[src/rtl/core/pfa_pkg.sv]
// Shared types, constants and codes for the page frame allocator.
// No dependencies; pfa_fresh and page_frame_allocator in rtl/core refer to this package by scope.
package pfa_pkg;

  localparam int StackDepth   = 128;
  localparam int PrefillPages = 100;
  localparam int PageBytes    = 4096;
  localparam int PageShift    = $clog2(PageBytes);
  localparam int MaxRegions   = 3;

  localparam int AddrW      = 52;
  localparam int PageNumW   = AddrW - PageShift;
  localparam int AllocW     = 40;
  localparam int FreeCountW = 8;
  localparam int CfgIdxW    = 3;
  localparam int RegionW    = 2;
  localparam int CountW     = $clog2(StackDepth + 1);
  localparam int StackAw    = (StackDepth > 1) ? $clog2(StackDepth) : 1;
  localparam int FillLimit  = (PrefillPages < StackDepth) ? PrefillPages : StackDepth;

  typedef logic [CountW-1:0]     count_t;
  typedef logic [StackAw-1:0]    stack_addr_t;
  typedef logic [FreeCountW-1:0] fcount_t;
  typedef logic [AddrW-1:0]      addr_t;
  typedef logic [AddrW:0]        addr_ext_t;   // one carry bit above the address space
  typedef logic [PageNumW-1:0]   page_num_t;
  typedef logic [RegionW-1:0]    region_t;

  localparam count_t DepthCount = count_t'(StackDepth);
  localparam count_t FillCount  = count_t'(FillLimit);

  // item kinds
  localparam logic [1:0] KIND_INIT  = 2'd0;
  localparam logic [1:0] KIND_ALLOC = 2'd1;
  localparam logic [1:0] KIND_FREE  = 2'd2;

  // result status
  localparam logic [1:0] ST_OK   = 2'd0;
  localparam logic [1:0] ST_OOM  = 2'd1;
  localparam logic [1:0] ST_FULL = 2'd2;

  // configuration register indexes
  localparam logic [CfgIdxW-1:0] REG_REGION_COUNT = 3'd0;
  localparam logic [CfgIdxW-1:0] REG_R0_BASE      = 3'd1;
  localparam logic [CfgIdxW-1:0] REG_R0_LEN       = 3'd2;
  localparam logic [CfgIdxW-1:0] REG_R1_BASE      = 3'd3;
  localparam logic [CfgIdxW-1:0] REG_R1_LEN       = 3'd4;
  localparam logic [CfgIdxW-1:0] REG_R2_BASE      = 3'd5;
  localparam logic [CfgIdxW-1:0] REG_R2_LEN       = 3'd6;

  typedef struct packed {
    logic [1:0] kind;
    addr_t      page_addr;
  } req_t;

  typedef struct packed {
    logic [1:0]        status;
    addr_t             granted_addr;
    fcount_t           free_count;
    logic [AllocW-1:0] alloc_count;
  } rsp_t;

  typedef struct packed {
    logic rewind;
    logic next;
  } fresh_cmd_t;

  typedef struct packed {
    logic  done;
    logic  ok;
    addr_t page;
  } fresh_rsp_t;

endpackage

[src/rtl/core/pfa_fresh.sv]
// Fresh page source: region registers, bump pointer and region walk.
// Depends on pfa_pkg. One region test per cycle; done pulses for one cycle.
module pfa_fresh (
  input  logic                                clk,
  input  logic                                rst,
  input  logic                                cfg_we,
  input  logic [pfa_pkg::CfgIdxW-1:0]         cfg_index,
  input  pfa_pkg::addr_t                      cfg_data,
  input  pfa_pkg::fresh_cmd_t                 cmd,
  output pfa_pkg::fresh_rsp_t                 rsp
);

  typedef enum logic {
    FR_IDLE,
    FR_TEST
  } fr_state_t;

  fr_state_t                  state;
  pfa_pkg::region_t           region_count;
  pfa_pkg::addr_t             base [3];
  pfa_pkg::addr_t             len  [3];
  pfa_pkg::addr_ext_t         region_end [3];
  pfa_pkg::addr_t             bump;
  pfa_pkg::region_t           ri;
  pfa_pkg::addr_ext_t         p;

  pfa_pkg::region_t           n_eff;
  pfa_pkg::region_t           ri_inc;
  pfa_pkg::addr_ext_t         cur_end;
  pfa_pkg::addr_t             next_base;
  pfa_pkg::addr_ext_t         p_top;
  logic [pfa_pkg::PageNumW:0] skip_pn;
  pfa_pkg::addr_ext_t         skip_addr;
  pfa_pkg::addr_ext_t         end_sum [3];

  always_ff @(posedge clk) begin
    if (rst) begin
      region_count <= pfa_pkg::region_t'(1);
      for (int r = 0; r < 3; r++) begin
        base[r] <= '0;
        len[r]  <= '0;
      end
    end else if (cfg_we) begin
      case (cfg_index)
        pfa_pkg::REG_REGION_COUNT: region_count <= cfg_data[pfa_pkg::RegionW-1:0];
        pfa_pkg::REG_R0_BASE:      base[0] <= cfg_data;
        pfa_pkg::REG_R0_LEN:       len[0]  <= cfg_data;
        pfa_pkg::REG_R1_BASE:      base[1] <= cfg_data;
        pfa_pkg::REG_R1_LEN:       len[1]  <= cfg_data;
        pfa_pkg::REG_R2_BASE:      base[2] <= cfg_data;
        pfa_pkg::REG_R2_LEN:       len[2]  <= cfg_data;
        default: ;
      endcase
    end
  end

  // region end, clamped to the top of the address space, kept registered
  always_comb begin
    for (int r = 0; r < 3; r++) begin
      end_sum[r] = {1'b0, base[r]} + {1'b0, len[r]};
    end
  end

  always_ff @(posedge clk) begin
    if (rst) begin
      for (int r = 0; r < 3; r++) begin
        region_end[r] <= '0;
      end
    end else begin
      for (int r = 0; r < 3; r++) begin
        region_end[r] <= end_sum[r][pfa_pkg::AddrW] ?
                         {1'b1, {pfa_pkg::AddrW{1'b0}}} : end_sum[r];
      end
    end
  end

  always_comb begin
    if (region_count == '0) begin
      n_eff = pfa_pkg::region_t'(1);
    end else if (region_count > pfa_pkg::region_t'(pfa_pkg::MaxRegions)) begin
      n_eff = pfa_pkg::region_t'(pfa_pkg::MaxRegions);
    end else begin
      n_eff = region_count;
    end
    ri_inc = ri + pfa_pkg::region_t'(1);
    unique case (ri)
      2'd0:    cur_end = region_end[0];
      2'd1:    cur_end = region_end[1];
      default: cur_end = region_end[2];
    endcase
    unique case (ri_inc)
      2'd1:    next_base = base[1];
      default: next_base = base[2];
    endcase
    p_top     = p + pfa_pkg::addr_ext_t'(pfa_pkg::PageBytes);
    // first page boundary strictly above the next region's base
    skip_pn   = {1'b0, next_base[pfa_pkg::AddrW-1:pfa_pkg::PageShift]} +
                (pfa_pkg::PageNumW + 1)'(1);
    skip_addr = {skip_pn, {pfa_pkg::PageShift{1'b0}}};
  end

  always_ff @(posedge clk) begin
    if (rst) begin
      state    <= FR_IDLE;
      bump     <= '0;
      ri       <= '0;
      rsp.done <= 1'b0;
      rsp.ok   <= 1'b0;
      rsp.page <= '0;
    end else begin
      unique case (state)
        FR_IDLE: begin
          rsp.done <= !cmd.rewind && cmd.next && (ri >= n_eff);
          if (cmd.rewind) begin
            bump <= base[0];
            ri   <= '0;
          end else if (cmd.next) begin
            if (ri >= n_eff) begin
              rsp.ok   <= 1'b0;
              rsp.page <= '0;
            end else begin
              p     <= {1'b0, bump} + pfa_pkg::addr_ext_t'(pfa_pkg::PageBytes);
              state <= FR_TEST;
            end
          end
        end
        FR_TEST: begin
          rsp.done <= (p_top <= cur_end) || (ri_inc >= n_eff);
          if (p_top > cur_end) begin
            ri <= ri_inc;
            if (ri_inc >= n_eff) begin
              bump     <= p[pfa_pkg::AddrW-1:0];
              rsp.ok   <= 1'b0;
              rsp.page <= '0;
              state    <= FR_IDLE;
            end else begin
              p <= skip_addr;
            end
          end else begin
            bump     <= p[pfa_pkg::AddrW-1:0];
            rsp.ok   <= 1'b1;
            rsp.page <= p[pfa_pkg::AddrW-1:0];
            state    <= FR_IDLE;
          end
        end
      endcase
    end
  end

endmodule

[config.mk]
export PLATFORM = sky130hd
export DESIGN_NAME = pfa_fresh
export DESIGN_NICKNAME = d
export VERILOG_FILES = /design/src/rtl/core/pfa_pkg.sv /design/src/rtl/core/pfa_fresh.sv
export SDC_FILE = /design/constraint.sdc
export NUM_CORES = 1
export LEC_CHECK = 0
export ABC_AREA = 1
export ABC_CLOCK_PERIOD_IN_PS = 10500
export BUFFER_PORTS_ARGS = -buffer_cell sky130_fd_sc_hd__buf_2
export CORE_ASPECT_RATIO = 2
export CORE_MARGIN = 2
export CORE_UTILIZATION = 25
export CTS_BUF_LIST = sky130_fd_sc_hd__clkbuf_4 sky130_fd_sc_hd__clkbuf_8
export CTS_CLUSTER_DIAMETER = 150
export CTS_CLUSTER_SIZE = 8
export DETAILED_ROUTE_END_ITERATION = 6
export GPL_TIMING_DRIVEN = 0
export HOLD_SLACK_MARGIN = 0.02
export SYNTH_ARGS = -nofsm -noshare
export SYNTH_HDL_FRONTEND = slang
export SYNTH_SLANG_ARGS = --single-unit
[constraint.sdc]
create_clock -name clk -period 10.5 [get_ports clk]
set_input_delay 2.625 -clock clk [delete_from_list [all_inputs] [get_ports clk]]
set_output_delay 2.625 -clock clk [all_outputs]
set_load 0.05 [all_outputs]
==> impl_metrics.py, run 1 <==
metrics = {
    "outcome": {
        "status": "finished with violations",
        "violations": "max-capacitance violations, max-slew violations",
    },
    "detailed_routing": {
        "avgRoutedWirePerCell_microns": 27.9,
        "first_pass_iters": 5,
        "vias": 34800,
        "drc_errors": 0,
        "ant_nets": 0,
        "drt_wl_total_microns": 197000,
        "drt_iter0_drc": 2346,
        "avgViaCountPerCell": 4.93,
    },
    "synthesis": {
        "synthXorXnorAreaFrac_pct": 3.45,
        "synth-simple-area-share_pct": 24.6,
        "synthFlopType": "edfxtp_1",
        "syn_avg_cell_area_sq_um": 7.76,
        "synth_compound_area_share_pct": 13.2,
        "synth_top_area_cell": "edfxtp_1",
        "synth_fa_ha_area_share_pct": 7.42,
        "synth_top_family_by_area": "simple AND/OR/NAND/NOR gates",
        "synth_cells": 4839,
        "synth_warnings": 0,
        "synth-seq-area-share_pct": 43.6,
        "syn-num-nets": 5120,
        "synth_top_area_share_pct": 29.2,
        "syn_area_sq_um": 37600,
        "synth_edf_count": 365,
        "synth-async-reset-ratio_pct": 0,
        "ys_top_cells_by_area": "edfxtp_1 29%, dfxtp_1 14%, nand2_1 10%, nor2_1 8.1%, ha_1 7.3%",
        "ys_types": 51,
        "synthMuxAreaShare_pct": 0,
        "ys_seq_elements": 635,
    },
    "global_routing": {
        "grt_max_degree": 53,
        "grt_usage_pct": 25.2,
        "grt_pass1_vias": 36400,
        "overflow": 0,
        "antenna_found_initial": 7,
        "grt_pass1_wl_microns": 267000,
    },
    "worst_hold_path": {
        "hp-class": "reg -> reg",
        "min_from": "region_count[0]$_SDFFE_PP1P_",
    },
    "critical_path": {
        "crit_type": "reg -> reg",
        "critPathCaptureType": "flip-flop",
        "timing.rr.start": "ri[0]$_SDFFE_PP0P_",
        "startpoint_type": "flip-flop",
        "slowest_delay_ns": 1.08,
        "cp_slowest_cell": "nor2_1",
        "crit_start": "ri[0]$_SDFFE_PP0P_",
        "worstPathMaxFanout": 25,
        "crit_required_ns": 10.98,
        "path_cells": "inv_1 -> ha_1 -> clkbuf_1 -> nor2_1 -> clkbuf_1 -> a21oi_1 -> ha_1 -> nand2_1 -> nor2_1 -> nor3b_2 -> a21oi_1 -> nand3_1 -> nand3_2 -> buf_4 -> buf_2 -> a21oi_4 -> buf_12",
        "cp_num_buf_inv": 6,
        "crit_arrival_ns": 7.72,
        "cpLargestDelayFamily": "simple AND/OR/NAND/NOR gates",
    },
    "die": {
        "fp.dieArea_sq_um": 154000,
        "die_w_microns": 278,
        "row_count": 201,
        "initial_core_util_pct": 25.1,
        "coreArea_sq_um": 150000,
        "ios": 114,
        "die_height_microns": 552,
    },
    "clock_network": {
        "cts.clk_slew.worst_paths_ns": 0.08,
        "worstSkewPairLatency_ns": 0.83,
        "postCtsSetupBuffers": 0,
        "cts_tree": "built",
        "numCtsBuffers": 89,
        "clockBufferDepth": 3,
        "root_buffer": "clkbuf_8",
        "ctsResizeCount": 0,
        "cts_hold_buf": 0,
        "cts.sinks": 635,
        "htree_levels": 3,
    },
    "timing": {
        "skew_ns": 0.0888,
        "timing.final.crit_period_ns": 7.24,
        "setup_viol_count_final": 0,
        "finalHoldViolations": 0,
        "hold_ws_ns": 0.478,
        "drv_slew": 14,
        "max_clock_freq_mhz": 138,
        "slew_headroom_pct": -6.57,
        "rsz0062_at_grt": "false",
        "min_period_over_period_pct": 68.9,
        "worst_pin_slew_ns": 1.58,
    },
    "power_and_ir_drop": {
        "irDropWorstVdd_uv": 88.1,
        "p_leak_nw": 18.3,
        "powerDensity_nw_per_um2": 169,
        "p_total_mw": 7.21,
    },
    "finish": {
        "layout-drive-gt1-share_pct": 8.84,
        "fill_cells": 16300,
        "nNetsFinal": 5346,
        "area_growth_syn_to_layout_pct": 13.7,
    },
    "place": {
        "gp_congestion": 1.07,
        "numPortBuffers": 112,
        "hpwlAfterDp_microns": 165000,
    },
    "run": {
        "cap_violations": 4,
    },
}
final timing paths:
path,to,slack (ns),cells past startpoint
min,region_count[0]$_SDFFE_PP1P_,0.48,2
min reg2reg,region_count[0]$_SDFFE_PP1P_,0.48,2
max,p[1]$_SDFFCE_PP0P_,3.26,17
max reg2reg,p[1]$_SDFFCE_PP0P_,3.26,17
registers in the layout, indices dropped and copies added, names as in the netlist:
signal and cells:
p 53, bump 52, len 156, rsp 54
region_count 2, state 1, region_end 159, ri 2
base 156
worst min-delay path, cell delays in order, from the launching register on:
cell,delay (ns)
dfxtp_1,0.33
nand2_1,0.05
o211ai_1,0.06
Yosys cell counts (all sizes together), types with 14 or more instances:
master,n
nand2,1026
nor2,822
inv,588
a21oi,468
edfxtp,365
dfxtp,270
nand3,235
ha,218
o21ai,183
xor2,103
buf,78
a21boi,65
nor3,57
clkbuf,53
a22o,52
nand4,48
xnor2,45
or2,29
o21bai,27
a21o,24
a31oi,24
nor4,14
power breakdown:
| part | internal [mW] | total [mW] | leakage (nW) | switching (mW) |
|---|---|---|---|---|
| clock network | 1.03 | 2.15 | 0.985 | 1.12 |
| registers | 2.87 | 3.01 | 5.73 | 0.136 |
| logic | 0.564 | 2.06 | 11.5 | 1.49 |
| total | 4.47 | 7.21 | 18.3 | 2.75 |
cell usage in the layout, fill, tap and decap left out, types with 63 or more instances in the layout:
| master | instances |
|---|---|
| inv_1 | 581 |
| buf_2 | 159 |
| clkbuf_4 | 63 |
| o21ai_0 | 147 |
| dfxtp_1 | 270 |
| nand3_1 | 230 |
| nor2_1 | 806 |
| nand2_1 | 1012 |
| xor2_1 | 103 |
| a21boi_0 | 64 |
| a21oi_1 | 463 |
| edfxtp_1 | 365 |
| clkbuf_8 | 89 |
| ha_1 | 218 |
kinds of logic after synthesis:
logic type,after synthesis
xor+xnor,148
fa+ha+maj,221
simple gates,2248
compound gates,867
flops,635
buf+inv,720
per-layer routing:
| layer | share of wire (%) | track usage (%) |
|---|---|---|
| met2 | 52 | 47.4 |
| met5 | 0.023 | 0 |
| met4 | 14 | 28.5 |
| met1 | 30 | 21.0 |
| met3 | 4.2 | 3.48 |
through the flow:
stage,instances,area (sq um),util (%),setup TNS [ns],setup slack [ns]
floorplan,4839,37600,-,0,1.85
global placement,6879,40500,27.1,-212.69,-3.17
detailed placement,6900,40900,27.3,0,3.43
CTS,7060,42700,28.5,0,3.41
global route,7063,42700,28.5,0,3.27
finish,7064,42700,28.5,0,3.26
final cells by class:
| class | instances | area, sq um | share of cell area, % |
|---|---|---|---|
| clock buffers | 152 | 1700 | 3.98 |
| diodes | 2 | 5.00 | 0.0117 |
| inverters | 589 | 2210 | 5.18 |
| flip-flops and latches | 635 | 16400 | 38.3 |
| plain buffers | 131 | 686 | 1.61 |
| clock inverters | 8 | 119 | 0.278 |
| well taps | 1928 | 2410 | 5.65 |
| repair buffers | 135 | 855 | 2.00 |
| multi-input cells | 3484 | 18400 | 43.0 |
Power figures use the tool's default switching activity.
==> run 2, diff against run 1 <==
--- a/config.mk
+++ b/config.mk
@@ -5,8 +5,8 @@
 export SDC_FILE = /design/constraint.sdc
 export NUM_CORES = 1
 export LEC_CHECK = 0
-export ABC_AREA = 1
-export ABC_CLOCK_PERIOD_IN_PS = 10500
+export ABC_AREA = 0
+export ABC_CLOCK_PERIOD_IN_PS = 6700
 export BUFFER_PORTS_ARGS = -buffer_cell sky130_fd_sc_hd__buf_2
 export CORE_ASPECT_RATIO = 2
 export CORE_MARGIN = 2
==> constraint.sdc (replaced) <==
create_clock -name clk -period 6.7 [get_ports clk]
set_input_delay 1.675 -clock clk [delete_from_list [all_inputs] [get_ports clk]]
set_output_delay 1.675 -clock clk [all_outputs]
set_load 0.05 [all_outputs]
==> run 2 against run 1 <==
Net effect: the run ends with max-capacitance violations left; routed wire length decreased by 31%; clock skew decreased by 0.049 ns; maximum frequency increased by 9.6%; setup slack got worse by 3.2 ns; clock-buffer cell count increased by 6; global-route usage decreased by 5.5 points; sequential cell count unchanged; clock power increased by 51%; final cell count decreased by 27%; via count decreased by 26%.
==> impl_metrics.py, run 2 <==
metrics = {
    "critical_path": {
        "rrSetupSlack_ns": 0.1,
        "startpoint_type": "flip-flop",
        "path_cells": "buf_4 -> nand2_1 -> nor4_4 -> or3b_4 -> or2_1 -> nor2_4 -> nand4_1 -> buf_4 -> nor2_4 -> nand4_1 -> buf_4 -> xnor2_1 -> ha_1 -> and4_1 -> nand2_4 -> nor3_4 -> nand4_1 -> or4_4 -> nor2b_1 -> a21oi_2 -> nor2_4 -> buf_12 -> clkbuf_8 -> a32o_1",
        "crit_type": "reg -> reg",
        "worstPathMaxFanout": 10,
        "slowest_delay_ns": 0.63,
        "critPathCaptureType": "flip-flop",
        "crit_arrival_ns": 7.24,
        "crit_required_ns": 7.34,
        "cp_slowest_cell": "or4_4",
    },
    "detailed_routing": {
        "avgRoutedWirePerCell_microns": 26.3,
        "drt_wl_total_microns": 136000,
        "drt_iter0_drc": 1418,
        "avgViaCountPerCell": 4.99,
        "ant_nets": 0,
        "vias": 25800,
        "drc_errors": 0,
        "first_pass_iters": 5,
    },
    "place": {
        "preCtsSetupSlack_ns": -3.28,
        "gp_congestion": 0.968,
        "numPortBuffers": 113,
        "hpwlAfterDp_microns": 110000,
        "place_area_sq_um": 36100,
    },
    "synthesis": {
        "synthFlopType": "edfxtp_1",
        "ys_seq_elements": 635,
        "syn_area_sq_um": 33000,
        "ys_top_cells_by_area": "edfxtp_1 33%, dfxtp_1 16%, ha_1 8.3%, a21oi_1 4.0%, nor2_1 3.8%",
        "synth-seq-area-share_pct": 49.6,
        "ys_types": 87,
        "synth_cells": 3123,
        "syn-num-nets": 3404,
        "synth_edf_count": 365,
        "synth_warnings": 0,
        "synth_most_common_cell": "edfxtp_1",
        "synth_top_area_share_pct": 33.2,
        "synth-async-reset-ratio_pct": 0,
        "synth_top_area_cell": "edfxtp_1",
        "synth_common_cells": "365 x edfxtp_1, 335 x nor2_1, 270 x dfxtp_1",
        "syn_avg_cell_area_sq_um": 10.6,
    },
    "run": {
        "cap_violations": 1,
    },
    "finish": {
        "nNetsFinal": 3653,
        "finalInstanceArea_sq_um": 38400,
        "top_regs": "region_end (159), base (156), len (156)",
        "layout-drive-gt1-share_pct": 13.5,
        "largest_reg_flops": 159,
        "final_cell_mix": "365 x edfxtp_1, 330 x nor2_1, 270 x dfxtp_1",
        "final_common_cell": "edfxtp_1",
        "top_register": "region_end",
        "area_growth_syn_to_layout_pct": 16.2,
    },
    "clock_network": {
        "cts.clk_slew.worst_paths_ns": 0.07,
        "cts_hold_buf": 0,
        "cts_tree": "built",
        "htree_levels": 3,
        "worstSkewPairLatency_ns": 0.78,
        "cts.sinks": 635,
        "root_buffer": "clkbuf_8",
        "clockBufferDepth": 3,
        "numCtsBuffers": 89,
    },
    "timing": {
        "setup_slack_ns": 0.0975,
        "slew_headroom_pct": 0.583,
        "worst_pin_slew_ns": 1.49,
        "skew_ns": 0.0400,
        "min_period_over_period_pct": 98.5,
        "setup_viol_count_final": 0,
        "max_clock_freq_mhz": 151,
        "hold_ws_ns": 0.451,
        "finalHoldViolations": 0,
        "drv_slew": 0,
        "timing.final.crit_period_ns": 6.60,
        "tns_ns": 0,
    },
    "outcome": {
        "violations": "max-capacitance violations",
        "status": "finished with violations",
    },
    "die": {
        "row_count": 188,
        "coreArea_sq_um": 131000,
        "fp.dieArea_sq_um": 135000,
        "ios": 114,
        "die_height_microns": 518,
        "initial_core_util_pct": 25.2,
        "die_w_microns": 261,
    },
    "global_routing": {
        "grt_pass1_wl_microns": 188000,
        "antenna_found_initial": 23,
        "grt_max_degree": 32,
        "grt_pass1_vias": 27100,
        "overflow": 0,
        "grt_usage_pct": 19.7,
    },
    "power_and_ir_drop": {
        "irDropWorstVdd_uv": 128,
        "powerDensity_nw_per_um2": 272,
        "p_total_mw": 10.4,
        "p_leak_nw": 15.1,
    },
    "worst_hold_path": {
        "hp-class": "reg -> reg",
    },
}
[run 2: changes by cell type after synthesis, sizes merged, moves of 58 or more]
cell	delta
a211oi	+74
a21boi	-58
a21o	+92
and2	+117
xnor2	+71
nand3	-188
nor2	-485
o21ai	-78
nand2	-865
mux2i	+94
a21oi	-200
inv	-523
[run 2: worst max-delay path: cells and delay by family, from the launching register on]
family                     cells  cell delay, ns
buffers and inverters          5            1.10
DFF                            1            0.42
AOI/OAI and AO/OA              2            0.52
adders and majority gates      1            0.31
xor gates and xnor gates       1            0.14
and+or+nand+nor               15            3.95
[run 2: repair_timing]
action	CTS	global route
setup buffers	24	5
endpoints found under the setup margin	162	148
pin swaps	12	6
gates cloned	0	0
hold endpoints to repair	0	0
resized for setup	53	9
[run 2: per-stage QoR]
| stage | utilization, % | cells |
|---|---|---|
| floorplan | - | 3123 |
| global placement | 27.3 | 4946 |
| detailed placement | 27.6 | 4963 |
| CTS | 29.2 | 5151 |
| global route | 29.3 | 5158 |
| finish | 29.3 | 5161 |
[run 2: area by class of cell]
cell class                      count  area (sq um)
Antenna cell                        5          12.5
Buffer                            149           728
Clock buffer                      158          1740
Clock inverter                      7          57.6
Fill cell                       13600         92600
Inverter                           65           244
Multi-Input combinational cell   2273         15900
Sequential cell                   635         16400
Tap cell                         1710          2140
Timing Repair Buffer              159          1130
[run 2: cells by family after synthesis]
kind of cell / share of synthesized area, %
multiplexers: 3.26
XOR/XNOR: 5.65
flip-flops: 49.6
AO/OA/AOI/OAI: 16.9
AND/OR/NAND/NOR: 13.4
adder cells (fa/ha/maj): 8.44
buffers and inverters: 2.77
[run 2: where the power goes]
part	internal, mW	switching (mW)
registers	4.51	0.204
logic	0.885	1.59
clock network	1.63	1.61
total	7.02	3.41
[run 2: worst paths after layout]
check	cells past startpoint	to	startpoint
worst max-delay path	24	rsp[7]$_SDFFE_PP0P_	p[12]$_DFFE_PP_
worst min-delay path	1	rsp[52]$_SDFFE_PP0P_	rsp[52]$_SDFFE_PP0P_
worst max register to register	24	rsp[7]$_SDFFE_PP0P_	p[12]$_DFFE_PP_
worst min register to register	1	rsp[52]$_SDFFE_PP0P_	rsp[52]$_SDFFE_PP0P_
[run 2: routing by layer]
layer  global-route usage [%]  vias up  wire length, microns
met5                        0        -                   178
met4                     18.9       30                 15300
met3                     3.78      471                  6410
met2                     38.4      853                 74600
met1                     15.7    12400                 39300
li1                         -    12000                     -
